$ cat src/hdl/fsed_pkg.sv
`timescale 1ns / 1ps

package fsed_pkg;

  // Line geometry.
  localparam int unsigned MaxCols  = 2048;
  localparam int unsigned ColW     = $clog2(MaxCols);
  localparam int unsigned RowLimit = 4096;
  localparam int unsigned RowW     = $clog2(RowLimit);

  // Configuration port.
  localparam int unsigned ColsRegW = 12;
  localparam int unsigned RowsRegW = 13;
  localparam int unsigned CfgDataW = 13;
  localparam int unsigned CfgIdxW  = 1;

  localparam logic [CfgIdxW-1:0] CfgIdxImageCols = 1'b0;
  localparam logic [CfgIdxW-1:0] CfgIdxImageRows = 1'b1;

  // Pixel and error arithmetic.
  localparam int unsigned ChanW       = 8;
  localparam int unsigned LevelBits   = 4;
  localparam int unsigned TopLevel    = 240;
  localparam int unsigned ErrFracBits = 8;
  localparam int unsigned QuantShift  = ErrFracBits + LevelBits;
  localparam int unsigned PxW         = ChanW + ErrFracBits;
  localparam int unsigned ErrW        = ErrFracBits + 5;
  localparam int unsigned SumW        = PxW + 2;
  localparam int unsigned MulW        = ErrW + 3;

  localparam logic [PxW-1:0] TopFx  = PxW'(TopLevel * (2 ** ErrFracBits));
  localparam logic [PxW-1:0] HalfFx = PxW'(2 ** (QuantShift - 1));

  typedef logic signed [ErrW-1:0] err_t;

  // One line store entry holds the error of all three channels.
  typedef struct packed {
    err_t blue;
    err_t green;
    err_t red;
  } line_word_t;

  typedef struct packed {
    logic [ChanW-1:0] blue_in;
    logic [ChanW-1:0] green_in;
    logic [ChanW-1:0] red_in;
  } pixel_t;

  typedef struct packed {
    logic [ChanW-1:0] blue_level;
    logic [ChanW-1:0] green_level;
    logic [ChanW-1:0] red_level;
    logic             frame_end;
  } result_t;

  // Position of the pixel held in the working register.
  typedef struct packed {
    logic [ColW-1:0] col;
    logic            last_col;
    logic            last_row;
    logic            row_nz;
  } pos_t;

  // Handshake events shared by the datapath parts.
  typedef struct packed {
    logic accept;
    logic fire;
  } ctrl_t;

endpackage

$ cat src/hdl/fsed_chan.sv
`timescale 1ns / 1ps

module fsed_chan (
  input  logic                         clk_i,
  input  logic                         rst_ni,
  input  fsed_pkg::ctrl_t              ctrl_i,
  input  fsed_pkg::pos_t               pos_i,
  input  logic [fsed_pkg::ChanW-1:0]   pixel_i,
  input  fsed_pkg::err_t               line_err_i,
  output logic [fsed_pkg::ChanW-1:0]   level_o,
  output fsed_pkg::err_t               w1_err_o,
  output fsed_pkg::err_t               w2_err_o
);

  fsed_pkg::err_t                     rc_q, rc_d;
  fsed_pkg::err_t                     brc_q, brc_d;
  fsed_pkg::err_t                     bc_q, bc_d;

  fsed_pkg::err_t                     line_eff;
  logic [fsed_pkg::PxW-1:0]           px_fx;
  logic signed [fsed_pkg::SumW-1:0]   sum;
  logic [fsed_pkg::PxW-1:0]           clamped;
  logic [fsed_pkg::PxW-1:0]           rounded;
  logic [fsed_pkg::LevelBits-1:0]     k;
  fsed_pkg::err_t                     e;
  logic signed [fsed_pkg::MulW-1:0]   e7, e5, e3, e1;
  fsed_pkg::err_t                     f7, f5, f3, f1;

  // Line reads on the first row count as zero.
  assign line_eff = pos_i.row_nz ? line_err_i : '0;
  assign px_fx    = {pixel_i, {fsed_pkg::ErrFracBits{1'b0}}};

  // Add the carries, clamp, and round to the nearest level with ties up.
  always_comb begin
    sum = $signed({2'b00, px_fx}) + fsed_pkg::SumW'(rc_q) + fsed_pkg::SumW'(line_eff);
    if (sum < 0) begin
      clamped = '0;
    end else if (sum > $signed({2'b00, fsed_pkg::TopFx})) begin
      clamped = fsed_pkg::TopFx;
    end else begin
      clamped = sum[fsed_pkg::PxW-1:0];
    end
    rounded = clamped + fsed_pkg::HalfFx;
    k       = rounded[fsed_pkg::PxW-1:fsed_pkg::QuantShift];
    e       = fsed_pkg::ErrW'($signed({1'b0, clamped})
              - $signed({1'b0, k, {fsed_pkg::QuantShift{1'b0}}}));
  end

  assign level_o = {k, {(fsed_pkg::ChanW - fsed_pkg::LevelBits){1'b0}}};

  // Weighted shares in sixteenths, floored by the arithmetic shift.
  assign e7 = fsed_pkg::MulW'(e) * fsed_pkg::MulW'(7);
  assign e5 = fsed_pkg::MulW'(e) * fsed_pkg::MulW'(5);
  assign e3 = fsed_pkg::MulW'(e) * fsed_pkg::MulW'(3);
  assign e1 = fsed_pkg::MulW'(e);
  assign f7 = fsed_pkg::ErrW'(e7 >>> 4);
  assign f5 = fsed_pkg::ErrW'(e5 >>> 4);
  assign f3 = fsed_pkg::ErrW'(e3 >>> 4);
  assign f1 = fsed_pkg::ErrW'(e1 >>> 4);

  // Line store updates: below-left entry and the entry below.
  assign w1_err_o = bc_q + f3;
  assign w2_err_o = brc_q + f5;

  // Carry updates, cut at the last column and the last row.
  always_comb begin
    rc_d  = rc_q;
    brc_d = brc_q;
    bc_d  = bc_q;
    if (ctrl_i.fire) begin
      rc_d  = pos_i.last_col ? '0 : f7;
      brc_d = (pos_i.last_col || pos_i.last_row) ? '0 : f1;
      bc_d  = pos_i.last_row ? bc_q : w2_err_o;
    end
  end

  always_ff @(posedge clk_i or negedge rst_ni) begin
    if (!rst_ni) begin
      rc_q  <= '0;
      brc_q <= '0;
      bc_q  <= '0;
    end else begin
      rc_q  <= rc_d;
      brc_q <= brc_d;
      bc_q  <= bc_d;
    end
  end

endmodule

$ cat config.mk
export PLATFORM = sky130hd
export DESIGN_NAME = fsed_chan
export DESIGN_NICKNAME = d
export VERILOG_FILES = /design/src/hdl/fsed_pkg.sv /design/src/hdl/fsed_chan.sv
export SDC_FILE = /design/constraint.sdc
export NUM_CORES = 1
export LEC_CHECK = 0
export ABC_AREA = 1
export BUFFER_PORTS_ARGS = -buffer_cell sky130_fd_sc_hd__buf_4
export CAP_MARGIN = 0
export CORE_ASPECT_RATIO = 1.5
export CORE_UTILIZATION = 60
export DETAILED_ROUTE_END_ITERATION = 10
export GPL_ROUTABILITY_DRIVEN = 1
export HOLD_SLACK_MARGIN = 0.03
export PLACE_DENSITY = 0.85
export SLEW_MARGIN = 20
export SYNTH_ARGS = -nofsm -noshare
export SYNTH_HDL_FRONTEND = slang
export SYNTH_SLANG_ARGS = --single-unit
$ cat constraint.sdc
create_clock -name clk_i -period 8.6 [get_ports clk_i]
set_input_delay 0.43 -clock clk_i [delete_from_list [all_inputs] [get_ports clk_i]]
set_output_delay 0.43 -clock clk_i [all_outputs]
set_load 0.01 [all_outputs]
==> qor.txt <==
Status = finished, final reports clean
Uppermost layer routed = met4
Gr ovfl total = 0
DRT met1 WL = 5.19 mm
Synth Flop Type = dfrtp_1
Avg Inst Size Synth = 7.03 µm²
P&R area growth vs syn = 11.6%
Root Driver = clkbuf_16
Post-synth ARST share = 1.00
Slew HR = 0.454
Post-synth top area share = 0.228
Worst EP arrival = 6.93 ns
Most frequent cell on the critical path = inv_1
CTS tree = built
Clk sinks = 34
Synth top area cells = ha_1, nand2_1, dfrtp_1
DR DRC count = 0
Slew @ Worst Pin = 0.816 ns
Core box area = 0.00936 mm²
Worst-path clk slew = 0.06 ns
Global-route wire length before repair = 23.0 mm
DR WL met3 = 569 µm
Drt first pass iters = 5
Final instance area = 0.00656 mm²
Final setup violation count = 0
Vias in the first global route = 5,517
HP Class = in2async
Resized Gates After CTS = 0
CTS Buf Count = 5
Yosys reg bits = 34
Worst skew pair latency = 0.29 ns
Die Y-Extent = 123 µm
Post-CTS Setup Inserts = 0
Share of layout cells above drive strength 1 = 0.114
DRT Wirelength = 13.5 mm
Pin count of the biggest net entering global routing = 35
Iter 0 DRT Violations = 205
Die X = 82.8 µm
Detail Placement HPWL = 11.1 mm
Clock Skews = 0.00961 ns
Synth unique cells = 44
RSZ-0062 raised after global routing = no
Critical Path Start Type = primary input
Number of port buffers = 56
Placement Cell Area = 0.00639 mm²
# fillers = 809
Die area = 0.0102 mm²
Worst setup EP type = output pin
Cells after Synth = 836
Fin crit period = 7.36 ns
Max-Cap Viols = 0
Util after Layout = 0.701
Area leader, netlist = ha_1
Synth cell count leaders = nand2_1, inv_1, ha_1
Tot GR Track Use = 0.278
Ant diodes = 0
Worst EP required = 8.17 ns
Initial antenna violation count = 0
Nets = 1,061
Post-synthesis sequential area ratio = 0.145
Largest stage delay, worst path = 0.39 ns
ANT nets after route = 0
Final-report hold violation count = 0
Detail Route met2 WL = 7.15 mm
Ys Warns = 0
H-tree Lvls = 2
RD Place Congestion = 0.922
Post-DR wirelength/cell = 13.5 µm
Critical path type = in2out
Top-count cell post-synth = nand2_1
DR vias/cell = 5.50
Fin crit share = 0.856
Worst R2R Setup Slack = 2.02 ns
Vias = 5,529
Max-slew violations = 0
Synth Cell Area = 0.00588 mm²
Crit path max-delay cell type = fa_1
Highest Clock Rate = 136 MHz
Setup Total Neg Slack = 0 ns
# IOs = 73
Post-synth EDFFs = 0
Crit Path Max Fanout = 14
Rows = 43
Post-CTS Hold Buffers = 0
Initial Utilization = 0.628
Clock buffer depth = 2
-- worst paths after layout --
check	from	endpoint	cells past startpoint
worst min register to register	bc_q[0]	bc_q[0]	2
worst min-delay path	rst_ni	rc_q[8]	1
worst max-delay path	pos_i[0]	w1_err_o[11]	41
worst max register to register	rc_q[1]	bc_q[11]	38
min in group clk_i	ctrl_i[0]	rc_q[8]	2
max in group asynchronous	rst_ni	bc_q[12]	1
-- stage by stage --
stage                     cells  worst slack, ns  hold WS, ns
final                      1005             1.24        0.104
after CTS                  1005             1.25        0.118
after detailed placement    997             1.36        0.419
after global routing       1005            0.685        0.140
after floorplan             839             2.27        0.134
after global placement      997             1.47        0.419
-- critical path: cells and delay by family --
kind	cells	cell delay, ns
fa+ha+maj	6	1.82
simple gates	15	1.61
compound gates	9	1.61
buf+inv	9	1.04
xor+xnor	2	0.40
-- cell usage in the layout, fill, tap and decap left out, types with 4 or more instances in the layout --
master / count
a21oi_1: 50
dfrtp_1: 34
nand3_1: 44
conb_1: 4
nand4_1: 10
fa_1: 23
nor2_1: 56
o21ai_0: 21
inv_1: 121
nand2_1: 245
xor2_1: 30
nor3_1: 4
a22o_1: 6
nand3_2: 5
buf_4: 57
nand2_2: 14
xnor2_1: 11
ha_1: 107
a21o_1: 4
nand3b_1: 4
clkbuf_16: 5
o21bai_1: 4
-- cell type report --
| type | instances | area (µm²) | area share |
|---|---|---|---|
| Clock buffer | 8 | 166 | 0.0254 |
| Inverter | 124 | 465 | 0.0710 |
| Multi-Input combinational cell | 670 | 4510 | 0.687 |
| Sequential cell | 34 | 851 | 0.130 |
| Tap cell | 112 | 140 | 0.0214 |
| Timing Repair Buffer | 57 | 428 | 0.0652 |
-- logic make-up (layout without fill, tap and decap cells) --
family,count (synthesis),in the layout,synth area share
xor gates and xnor gates,42,42,0.0639
adders and majority gates,130,130,0.306
other,1,4,0.000638
and+or+nand+nor,395,395,0.296
DFF,34,34,0.145
buffers and inverters,135,189,0.0897
AOI/OAI and AO/OA,99,99,0.0990
-- flip-flops by register name (all words and copies together) (netlist names) --
name / flops
brc_q: 9
bc_q: 13
rc_q: 12
-- layer usage --
layer,vias up,global-route usage
met4,0,0.167
met2,149,0.538
li1,2810,-
met5,-,0
met3,45,0.0367
met1,2525,0.282
Power is not shown: default switching activity piles up to over one toggle a cycle in this logic, so the estimate is an artifact.
