===== src/hdl/fsed_pkg.sv =====
`timescale 1ns / 1ps

package fsed_pkg;

  // Line geometry.
  localparam int unsigned MaxCols  = 2048;
  localparam int unsigned ColW     = $clog2(MaxCols);
  localparam int unsigned RowLimit = 4096;
  localparam int unsigned RowW     = $clog2(RowLimit);

  // Configuration port.
  localparam int unsigned ColsRegW = 12;
  localparam int unsigned RowsRegW = 13;
  localparam int unsigned CfgDataW = 13;
  localparam int unsigned CfgIdxW  = 1;

  localparam logic [CfgIdxW-1:0] CfgIdxImageCols = 1'b0;
  localparam logic [CfgIdxW-1:0] CfgIdxImageRows = 1'b1;

  // Pixel and error arithmetic.
  localparam int unsigned ChanW       = 8;
  localparam int unsigned LevelBits   = 4;
  localparam int unsigned TopLevel    = 240;
  localparam int unsigned ErrFracBits = 8;
  localparam int unsigned QuantShift  = ErrFracBits + LevelBits;
  localparam int unsigned PxW         = ChanW + ErrFracBits;
  localparam int unsigned ErrW        = ErrFracBits + 5;
  localparam int unsigned SumW        = PxW + 2;
  localparam int unsigned MulW        = ErrW + 3;

  localparam logic [PxW-1:0] TopFx  = PxW'(TopLevel * (2 ** ErrFracBits));
  localparam logic [PxW-1:0] HalfFx = PxW'(2 ** (QuantShift - 1));

  typedef logic signed [ErrW-1:0] err_t;

  // One line store entry holds the error of all three channels.
  typedef struct packed {
    err_t blue;
    err_t green;
    err_t red;
  } line_word_t;

  typedef struct packed {
    logic [ChanW-1:0] blue_in;
    logic [ChanW-1:0] green_in;
    logic [ChanW-1:0] red_in;
  } pixel_t;

  typedef struct packed {
    logic [ChanW-1:0] blue_level;
    logic [ChanW-1:0] green_level;
    logic [ChanW-1:0] red_level;
    logic             frame_end;
  } result_t;

  // Position of the pixel held in the working register.
  typedef struct packed {
    logic [ColW-1:0] col;
    logic            last_col;
    logic            last_row;
    logic            row_nz;
  } pos_t;

  // Handshake events shared by the datapath parts.
  typedef struct packed {
    logic accept;
    logic fire;
  } ctrl_t;

endpackage


===== src/hdl/fsed_ctrl.sv =====
`timescale 1ns / 1ps

module fsed_ctrl (
  input  logic                            clk_i,
  input  logic                            rst_ni,
  input  logic                            in_valid_i,
  output logic                            in_stall_o,
  output logic                            out_valid_o,
  input  logic                            out_stall_i,
  input  logic                            cfg_valid_i,
  output logic                            cfg_ready_o,
  input  logic [fsed_pkg::CfgIdxW-1:0]    cfg_index_i,
  input  logic [fsed_pkg::CfgDataW-1:0]   cfg_data_i,
  output fsed_pkg::ctrl_t                 ctrl_o,
  output fsed_pkg::pos_t                  pos_o,
  output logic [fsed_pkg::ColW-1:0]       rd_addr_o
);

  logic [fsed_pkg::ColsRegW-1:0] cols_q, cols_d;
  logic [fsed_pkg::RowsRegW-1:0] rows_q, rows_d;
  logic [fsed_pkg::ColW-1:0]     col_q, col_d;
  logic [fsed_pkg::RowW-1:0]     row_q, row_d;
  logic                          s1_valid_q, s1_valid_d;
  logic                          out_valid_q, out_valid_d;
  fsed_pkg::pos_t                pos_q, pos_d;

  logic [fsed_pkg::ColW:0]       cols_eff;
  logic [fsed_pkg::RowW:0]       rows_eff;
  logic [fsed_pkg::ColW:0]       col_inc;
  logic [fsed_pkg::RowW:0]       row_inc;
  logic                          last_col;
  logic                          last_row;
  logic                          accept;
  logic                          fire;

  // Always taken; user must write only while the block is idle, unenforced.
  assign cfg_ready_o = 1'b1;

  always_comb begin
    cols_d = cols_q;
    rows_d = rows_q;
    if (cfg_valid_i) begin
      unique case (cfg_index_i)
        fsed_pkg::CfgIdxImageCols: cols_d = cfg_data_i[fsed_pkg::ColsRegW-1:0];
        fsed_pkg::CfgIdxImageRows: rows_d = cfg_data_i[fsed_pkg::RowsRegW-1:0];
        default: begin
          cols_d = cols_q;
          rows_d = rows_q;
        end
      endcase
    end
  end

  // Clamp the frame size to the supported range.
  always_comb begin
    if (cols_q == '0) begin
      cols_eff = (fsed_pkg::ColW+1)'(1);
    end else if (32'(cols_q) > fsed_pkg::MaxCols) begin
      cols_eff = (fsed_pkg::ColW+1)'(fsed_pkg::MaxCols);
    end else begin
      cols_eff = (fsed_pkg::ColW+1)'(cols_q);
    end
    if (rows_q == '0) begin
      rows_eff = (fsed_pkg::RowW+1)'(1);
    end else if (32'(rows_q) > fsed_pkg::RowLimit) begin
      rows_eff = (fsed_pkg::RowW+1)'(fsed_pkg::RowLimit);
    end else begin
      rows_eff = (fsed_pkg::RowW+1)'(rows_q);
    end
  end

  // Edge flags for the pixel at the current raster position.
  assign col_inc  = {1'b0, col_q} + 1'b1;
  assign row_inc  = {1'b0, row_q} + 1'b1;
  assign last_col = (col_inc >= cols_eff);
  assign last_row = (row_inc >= rows_eff);

  // Working register moves on when the result register is free or drains.
  assign fire       = s1_valid_q && (!out_valid_q || !out_stall_i);
  assign in_stall_o = s1_valid_q && !fire;
  assign accept     = in_valid_i && !in_stall_o;

  always_comb begin
    s1_valid_d = s1_valid_q;
    if (accept) begin
      s1_valid_d = 1'b1;
    end else if (fire) begin
      s1_valid_d = 1'b0;
    end
    out_valid_d = out_valid_q;
    if (fire) begin
      out_valid_d = 1'b1;
    end else if (!out_stall_i) begin
      out_valid_d = 1'b0;
    end
  end

  // Raster counters advance as each word is accepted.
  always_comb begin
    col_d = col_q;
    row_d = row_q;
    pos_d = pos_q;
    if (accept) begin
      pos_d.col      = col_q;
      pos_d.last_col = last_col;
      pos_d.last_row = last_row;
      pos_d.row_nz   = (row_q != '0);
      if (last_col) begin
        col_d = '0;
        row_d = last_row ? '0 : row_inc[fsed_pkg::RowW-1:0];
      end else begin
        col_d = col_inc[fsed_pkg::ColW-1:0];
      end
    end
  end

  always_ff @(posedge clk_i or negedge rst_ni) begin
    if (!rst_ni) begin
      cols_q      <= fsed_pkg::ColsRegW'(fsed_pkg::MaxCols);
      rows_q      <= fsed_pkg::RowsRegW'(fsed_pkg::RowLimit);
      col_q       <= '0;
      row_q       <= '0;
      s1_valid_q  <= 1'b0;
      out_valid_q <= 1'b0;
    end else begin
      cols_q      <= cols_d;
      rows_q      <= rows_d;
      col_q       <= col_d;
      row_q       <= row_d;
      s1_valid_q  <= s1_valid_d;
      out_valid_q <= out_valid_d;
    end
  end

  always_ff @(posedge clk_i) begin
    pos_q <= pos_d;
  end

  assign out_valid_o   = out_valid_q;
  assign ctrl_o.accept = accept;
  assign ctrl_o.fire   = fire;
  assign pos_o         = pos_q;
  assign rd_addr_o     = col_q;

endmodule


===== config.mk =====
export PLATFORM = sky130hd
export DESIGN_NAME = fsed_ctrl
export DESIGN_NICKNAME = d
export VERILOG_FILES = /design/src/hdl/fsed_pkg.sv /design/src/hdl/fsed_ctrl.sv
export SDC_FILE = /design/constraint.sdc
export NUM_CORES = 1
export LEC_CHECK = 0
export ABC_AREA = 1
export BUFFER_PORTS_ARGS = -buffer_cell sky130_fd_sc_hd__buf_4
export CORE_ASPECT_RATIO = 0.7
export CORE_MARGIN = 5
export CORE_UTILIZATION = 52
export DETAILED_ROUTE_END_ITERATION = 8
export PLACE_DENSITY = 0.76
export REMOVE_ABC_BUFFERS = 1
export SLEW_MARGIN = 30
export SYNTH_ARGS = -nofsm -noshare
export SYNTH_HDL_FRONTEND = slang
export SYNTH_SLANG_ARGS = --single-unit

===== constraint.sdc =====
create_clock -name clk_i -period 2.6 [get_ports clk_i]
set_clock_uncertainty 0.2 [all_clocks]
set_input_delay 0 -clock clk_i [delete_from_list [all_inputs] [get_ports clk_i]]
set_output_delay 0 -clock clk_i [all_outputs]
set_load 0.01 [all_outputs]

==> impl_metrics.json, run 1 <==
{
  "status": "complete, but fails checks",
  "violations": "negative setup slack",
  "cts_max_path_buffers": 2,
  "crit_type": "reg -> reg",
  "ctsHtreeMaxLevel": 3,
  "rows": 25,
  "root_buffer": "clkbuf_8",
  "ys_types": 27,
  "seq_area_um2": 1678,
  "wl_mm": 10.37,
  "drc": 0,
  "multi_input_area_um2": 2091,
  "num_vias": 3473,
  "antenna_found_initial": 0,
  "syn_avg_cell_area_um2": 7.902,
  "drv_cap": 0,
  "setup_viol": 25,
  "cts_buffers": 9,
  "io_pins": 49,
  "r2r-start": "cols_q[5]",
  "clk_pin_slew_ns": 0.07,
  "required_ns": 2.66,
  "whs_ns": 0.03438,
  "coreArea_um2": 6850,
  "max_slew_margin": 0.5243,
  "leakagePower_nw": 2.667,
  "final_core_util": 0.7646,
  "vias_per_cell": 5.191,
  "antenna_cells": 0,
  "final_common_cell": "nand2_1",
  "worstMarginPinSlew_ns": 0.7118,
  "grt_usage": 0.2158,
  "synth.ff_latch_count": 64,
  "mostFrequentLayoutCells": "nand2_1, buf_4, inv_1, dfrtp_1, o21ai_0",
  "drive_above_1_share": 0.3339,
  "grt_overflow_total": 0,
  "period_minus_slack_ns": 2.784,
  "fmax_ghz": 0.3592,
  "wl_per_cell_um": 15.50,
  "crit_path_end_kind": "flip-flop",
  "dieArea_um2": 8942,
  "yosys.area.top_type": "dfrtp_1",
  "startpoint": "cols_q[5]",
  "die_h_um": 80.63,
  "grt_max_degree": 51,
  "fin_tns_setup_ns": -3.922,
  "p_per_area_nw_per_um2": 841.5,
  "tritoncts": "yes",
  "ys_seq_area_frac": 0.4517,
  "critPathArrivalTime_ns": 2.85,
  "gp_congestion": 0.8750,
  "ant_nets": 0,
  "clock-sinks": 64,
  "synth_top_area_frac": 0.3241,
  "hold_path_class": "in -> async",
  "fin_cells": 669,
  "finalNetCount": 617,
  "synthCells": 469,
  "yosys_warnings": 0,
  "dp_cells": 626,
  "worst_slack_ns": -0.1838,
  "dp_hpwl_mm": 6.373,
  "cp_max_fo": 6,
  "irDropWorstVdd_uv": 483.7,
  "synthToLayoutAreaGrowth_pct": 41.32,
  "critical_path.startpoint_type": "flip-flop",
  "nFillCells": 433,
  "clkLatencyLatePin_ns": 0.35,
  "slew_viol_final": 0,
  "fin_crit_sh": 1.071,
  "initial_core_util": 0.5410,
  "synth.area.top_cells": "dfrtp_1, nand2_1, edfxtp_1",
  "grt_pass1_wl_mm": 15.24,
  "drt-initial-drc-count": 203,
  "hold_viol": 0,
  "drt_pass1_iterations": 5,
  "grt_pass1_vias": 3176,
  "portBuffers": 47,
  "rsz0062_at_grt": "yes",
  "netlist_area_um2": 3706,
  "die_w_um": 110.9
}
==> metrics by stage <==
step | total power, W | setup WS (ns) | cell area [um2]
4_1_cts | 0.003994 | -0.009334 | 4821
3_3_place_gp | 0.002825 | -0.05850 | 4319
6_report | 0.004407 | -0.1838 | 5238
3_5_place_dp | 0.002880 | -0.2294 | 4319
2_1_floorplan | 0.002224 | 0.03504 | 3613
5_1_grt | 0.004680 | -0.3008 | 5238
==> routing by layer <==
layer	global-route usage	part of all wire	up-vias
li1	-	-	1661
met1	0.2907	0.44	1667
met2	0.3408	0.49	127
met3	0.05873	0.061	18
met4	0.06888	0.010	0
met5	0	0	-
==> worst paths after layout <==
| check | to | slack, ns | cells after the start |
|---|---|---|---|
| max | rd_addr_o[4] | -0.18 | 18 |
| min | rows_q[9] | 0.03 | 2 |
| max reg2reg | rd_addr_o[4] | -0.18 | 18 |
| min reg2reg | out_valid_o | 0.26 | 2 |
| max in group asynchronous | row_q[5] | 1.64 | 2 |
| min in group clk_i | cols_q[11] | 0.15 | 4 |
==> power by group <==
part / internal (W) / leakage (nW) / switching (W) / total [W]
sequential: 0.00125 / 0.776 / 0.000168 / 0.00142
combinational: 0.000929 / 1.78 / 0.00107 / 0.00200
clock: 0.000592 / 0.114 / 0.000394 / 0.000986
total: 0.00277 / 2.67 / 0.00164 / 0.00441
==> Yosys cell counts, drive strengths merged <==
master and number:
a21oi 9, buf 8, clkbuf 4, conb 1, dfrtp 48, dfstp 2, edfxtp 14, ha 28
inv 67, nand2 167, nand3 15, nand4 2, nor2 45, nor3 6, nor4 3, o21ai 37
xor2 13
==> sequential cells by signal, summed over array words and instances, names as in the netlist <==
name / count
pos_o: 14
rows_q: 13
cols_q: 12
row_q: 12
rd_addr_o: 11
out_valid_o: 1
s1_valid_q: 1
==> what timing repair did <==
action | CTS | global route
cloned | 0 | 1
setup endpoints to repair | 25 | 25
hold endpoints to repair | 80 | 0
resized for setup | 21 | 83
buffers inserted | 2 | 8
pin swaps | 8 | 23
hold buffers | 16 | 0
==> worst max-delay path, stage by stage (launching register included) <==
cell and delay, ns:
dfrtp_1 0.41, nor2_2 0.14, nand2_1 0.09, nor3_1 0.20, nand3_1 0.15, nand2_2 0.12
buf_6 0.14, nand2_4 0.05, ha_4 0.24, nand2_1 0.07, nand2_1 0.07, nand2_1 0.07
nand3_2 0.07, nor2_2 0.15, nand2_4 0.10, nor2_4 0.14, buf_6 0.14, nand2_1 0.05
o21ai_1 0.08
==> logic make-up (layout without fill, tap and decap cells) <==
family                     after synthesis  after routing  synth area share
and+or+nand+nor                        238            238            0.2657
buffers and inverters                   79            185           0.09419
DFF                                     64             64            0.4517
adders and majority gates               28             28           0.09453
other                                    1              1          0.001012
AOI/OAI and AO/OA                       46             46           0.06212
xor gates and xnor gates                13             13           0.03072
==> cell type report <==
class	count	area share
flip-flops and latches	64	0.3204
inverters	67	0.04897
well taps	94	0.02246
repair buffers	102	0.1663
multi-input cells	326	0.3992
clock inverters	3	0.01242
clock buffers	13	0.03034
(Power assumes the default switching activity.)
==> inputs of run 2 (changes only) <==
--- a/config.mk
+++ b/config.mk
@@ -9,9 +9,10 @@
 export BUFFER_PORTS_ARGS = -buffer_cell sky130_fd_sc_hd__buf_4
 export CORE_ASPECT_RATIO = 0.7
 export CORE_MARGIN = 5
-export CORE_UTILIZATION = 52
+export CORE_UTILIZATION = 55
 export DETAILED_ROUTE_END_ITERATION = 8
-export PLACE_DENSITY = 0.76
+export MAX_ROUTING_LAYER = met4
+export PLACE_DENSITY = 0.77
 export REMOVE_ABC_BUFFERS = 1
 export SLEW_MARGIN = 30
 export SYNTH_ARGS = -nofsm -noshare
==> constraint.sdc (replaced) <==
create_clock -name clk_i -period 3.41 [get_ports clk_i]
set_clock_uncertainty 0.2 [all_clocks]
set_input_delay 0 -clock clk_i [delete_from_list [all_inputs] [get_ports clk_i]]
set_output_delay 0 -clock clk_i [all_outputs]
set_load 0.01 [all_outputs]
==> impl_metrics.json, run 2 (synthesis results as in run 1) <==
{
  "r2r-start": "rd_addr_o[0]",
  "mostFrequentLayoutCells": "nand2_1, inv_1, dfrtp_1, buf_4, nor2_1",
  "cts_max_path_buffers": 2,
  "io_pins": 49,
  "gp_congestion": 0.9549,
  "dp_slack_ns": 0.2965,
  "r2r_end": "row_q[2]",
  "ant_nets": 0,
  "slew_viol_final": 0,
  "vias_per_cell": 4.883,
  "antenna_found_initial": 0,
  "num_vias": 3076,
  "rsz0062_at_grt": "no",
  "cts_setup_buffers": 0,
  "final_common_cell": "nand2_1",
  "rows": 25,
  "grt_usage": 0.2083,
  "drc": 0,
  "clock-sinks": 64,
  "critPathArrivalTime_ns": 3.10,
  "leakagePower_nw": 2.334,
  "clk_pin_slew_ns": 0.07,
  "initial_core_util": 0.5562,
  "irDropWorstVdd_uv": 363.5,
  "grt_pass1_vias": 2926,
  "required_ns": 3.45,
  "antenna_cells": 0,
  "grt_overflow_total": 0,
  "die_h_um": 78.68,
  "critical_path.startpoint_type": "flip-flop",
  "period_minus_slack_ns": 3.067,
  "cp_max_fo": 13,
  "die_w_um": 108.1,
  "hold_viol": 0,
  "status": "complete, no violations",
  "drive_above_1_share": 0.1455,
  "crit_path_end_kind": "flip-flop",
  "finalNetCount": 578,
  "max_slew_margin": 0.4957,
  "tritoncts": "yes",
  "cts_buffers": 9,
  "synthToLayoutAreaGrowth_pct": 19.48,
  "worstMarginPinSlew_ns": 0.7547,
  "fmax_ghz": 0.3260,
  "root_buffer": "clkbuf_8",
  "grt_pass1_wl_mm": 13.53,
  "worst_slack_ns": 0.3430,
  "p_per_area_nw_per_um2": 600.3,
  "wl_per_cell_um": 12.76,
  "hold_path_class": "in -> async",
  "fin_crit_sh": 0.8994,
  "portBuffers": 47,
  "rrSetupSlack_ns": 0.34,
  "drv_cap": 0,
  "drt_pass1_iterations": 5,
  "drt-initial-drc-count": 148,
  "clkLatencyLatePin_ns": 0.35,
  "largest_register_ffs": 14,
  "setup_viol": 0,
  "wl_mm": 8.040,
  "dieArea_um2": 8506,
  "crit_type": "reg -> reg",
  "coreArea_um2": 6663,
  "fin_tns_setup_ns": 0,
  "ctsHtreeMaxLevel": 3,
  "grt_max_degree": 51,
  "dp_hpwl_mm": 5.878,
  "rr_worst_depth": 16
}
run 2: cell count changes in the layout (fill, tap and decap cells not counted), sizes merged:
cell	delta
clkinv	+3
buf	-38
bufinv	-1
clkbuf	-3
run 2: report_power, final:
group	internal (W)	switching, W
combinational	0.000397	0.000563
clock	0.000331	0.000288
sequential	0.000952	0.000128
total	0.00168	0.000978
run 2: what timing repair did:
| action | in CTS | in global routing |
|---|---|---|
| gates resized for setup | 0 | 1 |
| endpoints found under the hold margin | 88 | 0 |
| setup endpoints to repair | 0 | 5 |
| hold buffers | 16 | 0 |
run 2: how the worst max path moves through the flow:
stage | start | endpoint | slack [ns]
CTS | rd_addr_o[0] | rd_addr_o[10] | 0.26
global route | rd_addr_o[0] | row_q[2] | 0.10
global placement | rd_addr_o[0] | rd_addr_o[10] | 0.40
finish | rd_addr_o[0] | row_q[2] | 0.34
detailed placement | rd_addr_o[0] | rd_addr_o[7] | 0.30
floorplan | rd_addr_o[0] | rd_addr_o[10] | 0.85
run 2: layer usage:
layer	routed length, um	track usage	vias up
met4	76	0.06683	0
met1	3903	0.2856	1400
met2	3528	0.3071	86
met3	532	0.04930	6
met5	0	-	-
li1	-	-	1584
run 2: metrics by stage:
| stage | cell area (um2) | hold WS, ns | util | total power [W] | cells |
|---|---|---|---|---|---|
| 6_report | 4428 | 0.01622 | 0.6646 | 0.002658 | 630 |
| 5_1_grt | 4428 | 0.09748 | 0.6646 | 0.002868 | 630 |
| 4_1_cts | 4423 | 0.04287 | 0.6639 | 0.002669 | 630 |
| 3_5_place_dp | 4084 | -0.1274 | 0.6130 | 0.002033 | 598 |
| 3_3_place_gp | 4084 | -0.1269 | 0.6130 | 0.001991 | 598 |
| 2_1_floorplan | 3613 | -0.4956 | - | 0.001696 | 457 |
run 2: final cells by class:
cell class,count,area (um2)
well taps,94,117.6
flip-flops and latches,64,1674
clock buffers,11,131.4
inverters,67,256.5
clock inverters,5,47.55
repair buffers,63,513.0
multi-input cells,326,1688
fillers,576,2235
run 2: worst max-delay path, cell delays in order, from the launching register on:
cell,delay [ns]
dfrtp_1,0.45
ha_1,0.21
nand2_1,0.10
nor2_1,0.30
nand3_1,0.15
xor2_1,0.23
ha_1,0.28
nand2_2,0.08
nor2_2,0.06
nand2_1,0.06
nand3_1,0.09
nor2_1,0.25
nand2_4,0.11
nand2_4,0.17
inv_4,0.10
nand2_1,0.08
nand2_1,0.05
==> inputs of run 3 (changes only) <==
--- a/config.mk
+++ b/config.mk
@@ -9,10 +9,11 @@
 export BUFFER_PORTS_ARGS = -buffer_cell sky130_fd_sc_hd__buf_4
 export CORE_ASPECT_RATIO = 0.7
 export CORE_MARGIN = 5
-export CORE_UTILIZATION = 55
+export CORE_UTILIZATION = 52
 export DETAILED_ROUTE_END_ITERATION = 8
 export MAX_ROUTING_LAYER = met4
-export PLACE_DENSITY = 0.77
+export PLACE_DENSITY = 0.73
+export RECOVER_POWER = 25
 export REMOVE_ABC_BUFFERS = 1
 export SLEW_MARGIN = 30
 export SYNTH_ARGS = -nofsm -noshare
==> impl_metrics.json, run 3 (synthesis results as in run 1) <==
{
  "status": "complete, no violations",
  "r2r-start": "rd_addr_o[0]",
  "drt_pass1_iterations": 4,
  "dp_hpwl_mm": 5.880,
  "path_buf_inv": 0,
  "grt_pass1_wl_mm": 13.39,
  "multi_input_area_um2": 1683,
  "die_h_um": 80.63,
  "cts_buffers": 9,
  "tritoncts": "yes",
  "gp_congestion": 0.8692,
  "mostFrequentLayoutCells": "nand2_1, inv_1, dfrtp_1, buf_4, nor2_1",
  "root_buffer": "clkbuf_8",
  "placed_area_um2": 4084,
  "cp_slowest_cell": "dfrtp_1",
  "io_pins": 49,
  "cpPeakStageDelay_ns": 0.45,
  "grt_pass1_vias": 2797,
  "period_minus_slack_ns": 3.016,
  "synthToLayoutAreaGrowth_pct": 20.02,
  "slew_viol_final": 0,
  "worstMarginPinSlew_ns": 1.263,
  "grt_max_degree": 51,
  "cp_max_fo": 11,
  "leakagePower_nw": 2.342,
  "crit_type": "reg -> reg",
  "max_slew_margin": 0.1581,
  "fin_tns_setup_ns": 0,
  "finalNetCount": 578,
  "path_common_cell": "nand2_1",
  "clock-sinks": 64,
  "worstPathCellList": "ha_1, nand2_1, nor2_1, nand3_1, xor2_1, ha_1, nand2_1, nor2_2, nand2_1, nand3_1, nor2_1, nand2_4, nor2_2, nand2_1, o21ai_1",
  "coreArea_um2": 6850,
  "cts_max_path_buffers": 2,
  "clkLatencyLatePin_ns": 0.35,
  "cpLargestDelayFamily": "simple AND/OR/NAND/NOR gates",
  "crit_path_end_kind": "flip-flop",
  "rows": 25,
  "total_power_w": 0.002708,
  "hold_path_class": "in -> reg",
  "grt_overflow_total": 0,
  "clk_pin_slew_ns": 0.07,
  "final_common_cell": "nand2_1",
  "antenna_found_initial": 0,
  "dieArea_um2": 8942,
  "largest_register_ffs": 14,
  "wl_mm": 7.970,
  "ctsHtreeMaxLevel": 3,
  "initial_core_util": 0.5410,
  "setup_viol": 0,
  "required_ns": 3.48,
  "p_per_area_nw_per_um2": 608.9,
  "fmax_ghz": 0.3315,
  "worstHoldStart": "cfg_valid_i",
  "wl_per_cell_um": 12.65,
  "nFillCells": 581,
  "grt_usage": 0.1938,
  "drv_cap": 0,
  "drt-initial-drc-count": 211,
  "drive_above_1_share": 0.1530,
  "drc": 0,
  "hold_viol": 0,
  "fin_crit_sh": 0.8845,
  "seq_area_um2": 1674,
  "num_vias": 3063,
  "portBuffers": 47,
  "design_area_um2": 4448,
  "critical_path.startpoint_type": "flip-flop",
  "ant_nets": 0,
  "die_w_um": 110.9,
  "critPathArrivalTime_ns": 3.09,
  "vias_per_cell": 4.862,
  "antenna_cells": 0,
  "irDropWorstVdd_uv": 290.4,
  "rsz0062_at_grt": "no",
  "startpoint": "rd_addr_o[0]"
}
-- run 3: worst paths after layout --
kind                                endpoint  slack, ns  depth (start not counted)
min in group asynchronous          rows_q[0]       0.25                          2
worst max-delay path            rd_addr_o[9]       0.39                         15
worst max register to register  rd_addr_o[9]       0.39                         15
worst min-delay path              cols_q[11]       0.12                          4
worst min register to register   out_valid_o       0.26                          2
max in group asynchronous         s1_valid_q       1.98                          2
-- run 3: repair_timing --
item / in CTS / in global routing
hold buffers: 16 / 0
setup buffers: 0 / 0
endpoints found under the hold margin: 88 / 0
gates resized for setup: 0 / 0
-- run 3: report_power, final --
part           leakage (nW)  switching, W  internal, W
clock                 0.101      0.000300     0.000375
combinational          1.46      0.000562     0.000396
sequential            0.780      0.000125     0.000951
total                  2.34      0.000986      0.00172
-- run 3: per-stage QoR --
stage | util | hold slack, ns | worst slack, ns | instances
finish | 0.6493 | 0.1238 | 0.3938 | 630
global route | 0.6493 | 0.2287 | 0.1258 | 630
CTS | 0.6497 | 0.03343 | 0.4032 | 630
detailed placement | 0.5962 | -0.1294 | 0.4663 | 598
global placement | 0.5962 | -0.1295 | 0.5564 | 598
floorplan | - | -0.4956 | 0.8450 | 457
-- run 3: cell type report --
| cell class | count | share of cell area |
|---|---|---|
| multi-input combinational | 326 | 0.3783 |
| sequential | 64 | 0.3764 |
| timing repair buffer | 63 | 0.1148 |
| inverter | 67 | 0.05767 |
| clock buffer | 11 | 0.03404 |
| tap | 94 | 0.02644 |
| clock inverter | 5 | 0.01238 |
-- run 3: routing by layer --
layer  track usage  vias to the layer above  part of all wire
met2        0.2724                       67              0.43
li1              -                     1581                 -
met4       0.05658                        0            0.0085
met5             -                        -                 0
met1        0.2757                     1409              0.51
met3       0.04970                        6             0.052
-- run 3: tightest hold or removal path: cells and delay by family --
family / cells / cell delay [ns]
and+or+nand+nor: 2 / 0.50
buffers and inverters: 1 / 0.08
AOI/OAI and AO/OA: 1 / 0.07
